===== src/rtl/mte_pkg.sv =====
package mte_pkg;

   // Width of every coordinate and element field on the ports
   localparam int FIELD_W = 32;

   // Action codes
   localparam logic [2:0] ACT_SET_CURRENT = 3'd0;
   localparam logic [2:0] ACT_SET_OPERAND = 3'd1;
   localparam logic [2:0] ACT_IDENTITY    = 3'd2;
   localparam logic [2:0] ACT_TRANSLATE   = 3'd3;
   localparam logic [2:0] ACT_MULTIPLY    = 3'd4;
   localparam logic [2:0] ACT_POINT       = 3'd5;
   localparam logic [2:0] ACT_DIRECTION   = 3'd6;

   typedef struct packed {
      logic [2:0]                 action;
      logic [1:0]                 row;
      logic [1:0]                 column;
      logic signed [FIELD_W-1:0]  element_value;
      logic signed [FIELD_W-1:0]  coord_x;
      logic signed [FIELD_W-1:0]  coord_y;
      logic signed [FIELD_W-1:0]  coord_z;
   } mte_req_type;

   typedef struct packed {
      logic signed [FIELD_W-1:0]  out_x;
      logic signed [FIELD_W-1:0]  out_y;
      logic signed [FIELD_W-1:0]  out_z;
      logic                       rotation_present;
      logic                       saturated;
   } mte_rsp_type;

   // Bookkeeping that travels with one product through the dot unit
   typedef struct packed {
      logic [1:0] row;      // result row
      logic [1:0] col;      // result column (matrix product only)
      logic       first;    // first term of a dot product: restart the sum
      logic       last;     // last term: saturate and hand the sum back
      logic       done;     // last term of the whole item
      logic       to_word;  // clamp to the matrix word, else to the output field
   } mte_tag_type;

endpackage


===== src/rtl/mte_dot_unit.sv =====
module mte_dot_unit import mte_pkg::*; #(
   parameter int WORD_WIDTH = 32,
   parameter int FRAC_BITS  = 16,
   localparam int OPW       = (WORD_WIDTH > FIELD_W) ? WORD_WIDTH : FIELD_W
) (
   input  logic                         clock,
   input  logic                         reset,
   input  logic                         iss_valid,
   input  logic                         iss_pass,
   input  logic signed [OPW-1:0]        iss_a,
   input  logic signed [WORD_WIDTH-1:0] iss_b,
   input  mte_tag_type                  iss_tag,
   output logic                         res_valid,
   output mte_tag_type                  res_tag,
   output logic [WORD_WIDTH-1:0]        res_word,
   output logic [FIELD_W-1:0]           res_out,
   output logic                         res_clamp
);

   localparam int NPASS = (WORD_WIDTH > FIELD_W) ? 2 : 1;
   localparam int SLICE = (WORD_WIDTH + NPASS - 1) / NPASS;
   localparam int BPAD  = NPASS * SLICE;
   localparam int PW    = OPW + BPAD;
   localparam int ACC_W = PW + 2;
   localparam int OUT_W = (WORD_WIDTH < FIELD_W) ? WORD_WIDTH : FIELD_W;

   logic [OPW-1:0]         a_abs;
   logic [WORD_WIDTH-1:0]  b_abs;
   logic [BPAD-1:0]        b_mag;
   logic [SLICE-1:0]       b_slice;
   logic [OPW+SLICE-1:0]   partial;
   logic [PW-1:0]          partial_sh;
   logic                   last_pass;
   logic [PW-1:0]          prod_in, prod_ff;
   logic                   neg_ff;
   logic                   pv_in, pv_ff;
   mte_tag_type            tag_ff;
   logic [PW-1:0]          shifted;
   logic signed [ACC_W-1:0] term_mag, term, acc_in, acc_ff;
   logic [ACC_W-WORD_WIDTH:0] hi_w;
   logic [ACC_W-OUT_W:0]   hi_o;
   logic                   fits_w, fits_o;
   logic signed [OUT_W-1:0] sat_o;

   // Magnitudes of both operands; products truncate toward zero on magnitude
   assign a_abs = iss_a[OPW-1] ? OPW'(-iss_a) : OPW'(iss_a);
   assign b_abs = iss_b[WORD_WIDTH-1] ? WORD_WIDTH'(-iss_b) : WORD_WIDTH'(iss_b);
   assign b_mag = BPAD'(b_abs);

   // One slice of the second operand per pass
   assign b_slice    = SLICE'(b_mag >> (SLICE * int'(iss_pass)));
   assign partial    = (OPW+SLICE)'(a_abs) * (OPW+SLICE)'(b_slice);
   assign partial_sh = PW'(partial) << (SLICE * int'(iss_pass));
   assign prod_in    = ((iss_pass == 1'b0) ? PW'(0) : prod_ff) + partial_sh;
   assign last_pass  = (int'(iss_pass) == NPASS - 1);
   assign pv_in      = iss_valid && last_pass;

   always_ff @(posedge clock) begin
      if (reset) begin
         pv_ff <= 1'b0;
      end else begin
         pv_ff <= pv_in;
      end
   end

   always_ff @(posedge clock) begin
      if (iss_valid) begin
         prod_ff <= prod_in;
         neg_ff  <= iss_a[OPW-1] ^ iss_b[WORD_WIDTH-1];
         tag_ff  <= iss_tag;
      end
      if (pv_ff) begin
         acc_ff <= acc_in;
      end
   end

   // Scale, apply the sign and add into the running sum
   assign shifted  = prod_ff >> FRAC_BITS;
   assign term_mag = signed'(ACC_W'(shifted));
   assign term     = neg_ff ? -term_mag : term_mag;
   assign acc_in   = (tag_ff.first ? ACC_W'(0) : acc_ff) + term;

   // Clamp the sum to the matrix word and to the output field
   assign hi_w   = acc_in[ACC_W-1:WORD_WIDTH-1];
   assign hi_o   = acc_in[ACC_W-1:OUT_W-1];
   assign fits_w = (&hi_w) || !(|hi_w);
   assign fits_o = (&hi_o) || !(|hi_o);

   always_comb begin
      if (fits_w) begin
         res_word = acc_in[WORD_WIDTH-1:0];
      end else if (acc_in[ACC_W-1]) begin
         res_word = {1'b1, {(WORD_WIDTH-1){1'b0}}};
      end else begin
         res_word = {1'b0, {(WORD_WIDTH-1){1'b1}}};
      end
      if (fits_o) begin
         sat_o = acc_in[OUT_W-1:0];
      end else if (acc_in[ACC_W-1]) begin
         sat_o = {1'b1, {(OUT_W-1){1'b0}}};
      end else begin
         sat_o = {1'b0, {(OUT_W-1){1'b1}}};
      end
   end

   assign res_out   = FIELD_W'(sat_o);
   assign res_clamp = tag_ff.to_word ? !fits_w : !fits_o;
   assign res_valid = pv_ff;
   assign res_tag   = tag_ff;

endmodule


===== config.mk =====
export PLATFORM = sky130hd
export DESIGN_NAME = mte_dot_unit
export DESIGN_NICKNAME = d
export VERILOG_FILES = /design/src/rtl/mte_pkg.sv /design/src/rtl/mte_dot_unit.sv
export SDC_FILE = /design/constraint.sdc
export NUM_CORES = 2
export LEC_CHECK = 0
export BUFFER_PORTS_ARGS = -buffer_cell sky130_fd_sc_hd__buf_2
export CAP_MARGIN = 15
export CORE_MARGIN = 4
export CORE_UTILIZATION = 60
export CTS_CLUSTER_SIZE = 12
export DETAILED_ROUTE_END_ITERATION = 7
export GPL_ROUTABILITY_DRIVEN = 0
export PLACE_DENSITY = 0.77
export SLEW_MARGIN = 0
export SYNTH_ARGS = -nofsm -noshare
export SYNTH_HDL_FRONTEND = slang
export SYNTH_SLANG_ARGS = --single-unit

===== constraint.sdc =====
create_clock -name clock -period 18.68 [get_ports clock]
set_clock_uncertainty 0.05 [all_clocks]
set_input_delay 3.736 -clock clock [delete_from_list [all_inputs] [get_ports clock]]
set_output_delay 3.736 -clock clock [all_outputs]
set_load 0.01 [all_outputs]

==> metrics.yaml <==
run_status:
  outcome: "complete, but fails checks"
  violated_checks: "DRC"
timing:
  min_period_over_period_pct: 91.3
  max-slew-margin-rel_pct: 17.1
  finalHoldViolations: 0
  finalMaxSlewViolations: 0
  worst_slew_pin_slew_ps: 1240
  final.setup.tns_ps: 0
  rsz0062_at_grt: "false"
  maxClockFrequency_ghz: 0.0586
  layout_min_cycle_time_ps: 17060
  setup_viol: 0
drt:
  routed_wire_length_per_instance_um: 22.2
  drcViolationCount: 8
  routed_wl_mm: 149
  detail_route.iter0.violations: 4545
  vias_per_cell: 6.18
  detail-route-antenna-nets: 0
  vias: 41500
  firstDrtPassIters: 8
clocking:
  tritoncts_clock_tree: "built"
  clock-sinks: 139
  cts_max_path_buffers: 2
  cts_hold_buffers: 0
  cts_htree_levels: 4
  clk_latency_ps: 450
  cts-buffers-inserted: 17
  cts.clk_slew.worst_paths_ps: 70
  clock-root-buffer: "clkbuf_16"
  cts.repair_timing.setup_buffer_count: 0
  cts_repair_resize_count: 0
cells_and_area:
  sequential_area_sq_mm: 0.00417
  syn2layout_area_growth_pct: 4.59
  final_common_cell: "inv_1"
  share_of_post_route_cells_with_drive_strength_above_1_pct: 6.42
  final_nets: 6991
  multi_input_area_sq_mm: 0.0393
  most_frequent_cells_in_the_layout: "inv_1 (929), fa_1 (897), nand2_1 (768), nor2_1 (625), ha_1 (377)"
  filler_cell_count: 6567
floorplan:
  core_ar_sq_mm: 0.0793
  num_rows: 103
  die-area_sq_mm: 0.0848
  dieWidth_um: 291
  initial_core_utilization_pct: 60.7
  io_pins: 150
  die_height_um: 291
critical_path:
  crit_type: "primary input to flip-flop"
  crit_fanout: 10
  cp_max_delay_cell: "xor2_1"
  setup.worst_path.start_class: "primary input"
  cpMostUsedCell: "fa_1"
  critical_path_rt_ps: 18810
  worst_path_largest_cell_delay_ps: 860
  critPathCaptureType: "flip-flop"
  worst-endpoint-arrival_ps: 17190
yosys:
  synth-xor-area-share_pct: 5.59
  syn_avg_cell_area_sq_um: 8.42
  ys.flop_type: "edfxtp_1"
  synth-warning-count: 0
  synth-compound-area-share_pct: 10.0
  count_of_flip_flops_with_a_built_in_enable_after_synthesis: 138
  sequential_share_of_the_synthesized_area_pct: 8.66
  netlist.area_leader.share_pct: 37.3
  post_synthesis_simple_gate_area_fraction_pct: 18.2
  synth-async-reset-ratio_pct: 0
  synth.net_count: 7060
  yosys-mux-area-fraction_pct: 0.255
  arithmetic_cell_share_of_the_synthesized_area_counting_full_adders_half_adders_and_majority_gates_pct: 47.1
  number_of_storage_elements_in_the_synthesis_netlist: 139
  syn-instance-count: 5710
  largest_family_of_logic_cells_by_synthesized_area: "adder cells"
  synth_top_cells_by_area: "fa_1 (37%), ha_1 (9.8%), edfxtp_1 (8.6%), inv_1 (7.3%), nand2_1 (6.0%)"
  synthDistinctLibCells: 90
  synthDominantAreaCellType: "fa_1"
  mappedNetlistArea_sq_mm: 0.0481
placement:
  port-buffer-count: 149
  dp.final_hpwl_mm: 122
grt:
  grt_remaining_overflow: 0
  largest_net_degree_at_the_start_of_global_routing: 94
  grt_pass1_vias: 41600
  wire_length_of_the_first_global_routing_pass_mm: 232
  antenna_found_initial: 3
  groute.usage.overall_pct: 35.0
run:
  max_cap_violations: 0
min_path:
  hold_path_class: "flip-flop to flip-flop"
-- final cells by class --
type / count / share of cell area [%]
Multi-Input combinational cell: 4316 / 78.2
Sequential cell: 139 / 8.28
Inverter: 931 / 6.95
Timing Repair Buffer: 236 / 2.79
Tap cell: 1050 / 2.61
Clock buffer: 19 / 0.861
Clock inverter: 13 / 0.291
Antenna cell: 6 / 0.0298
-- cell families (layout without fill, tap and decap cells) --
logic type / count (synthesis) / count (layout)
mux: 12 / 12
simple gates: 1972 / 1972
fa+ha+maj: 1274 / 1274
xor+xnor: 306 / 306
other cells: 1 / 7
buf+inv: 1255 / 1199
compound gates: 751 / 751
flops: 139 / 139
-- per-stage QoR --
stage          hold slack (ps)  setup WS, ps  std cells  utilization [%]  instance area, sq um
6_report                   506          1620       6710             63.5                 50300
5_1_grt                    508          1200       6704             63.4                 50300
4_1_cts                    500          2100       6703             63.4                 50300
3_5_place_dp               483          1670       6671             62.7                 49700
3_3_place_gp               489          1820       6671             62.7                 49700
2_1_floorplan              561          2900       5710                -                 48100
-- worst max-delay path, delay by kind of cell --
family | cells | cell delay (ps)
compound gates | 15 | 3720
simple gates | 10 | 3170
fa+ha+maj | 10 | 4770
xor+xnor | 3 | 1300
buf+inv | 4 | 450
-- routing by layer --
| metal | global-route usage [%] | wire length [um] | up-vias | share of wire [%] |
|---|---|---|---|---|
| li1 | - | - | 17900 | - |
| met2 | 51.8 | 64300 | 2651 | 43 |
| met5 | 0 | 13 | - | 0.0087 |
| met4 | 19.5 | 10500 | 2 | 7.1 |
| met3 | 10.3 | 19700 | 634 | 13 |
| met1 | 46.4 | 54700 | 20300 | 37 |
-- synth_stat cells, types with 32 or more instances --
cell type and count:
inv_1 929, fa_1 897, nand2_1 768, nor2_1 640
ha_1 377, clkbuf_1 275, a21oi_1 231, xnor2_1 176
o21ai_0 160, edfxtp_1 138, xor2_1 129, nand3_1 96
nor2b_1 91, a21o_1 87, and2_1 62, nand4_1 57
nor3_1 49, or3_1 44, o21a_1 40, o31ai_1 39
buf_4 32, o21bai_1 32
-- sequential cells by signal, summed over array words and instances, names as in the netlist --
register,cells
prod_ff,63
res_tag,8
acc_ff,66
res_valid,1
neg_ff,1
-- final timing paths --
check	from	to	slack, ps	cells past startpoint
worst max register to register	prod_ff[30]	acc_ff[65]	10970	20
worst min-delay path	res_valid	acc_ff[11]	510	0
worst min register to register	res_valid	acc_ff[11]	510	0
worst max-delay path	iss_a[0]	prod_ff[63]	1620	42
Power is not shown: default switching activity piles up to over one toggle a cycle in this logic, so the estimate is an artifact.
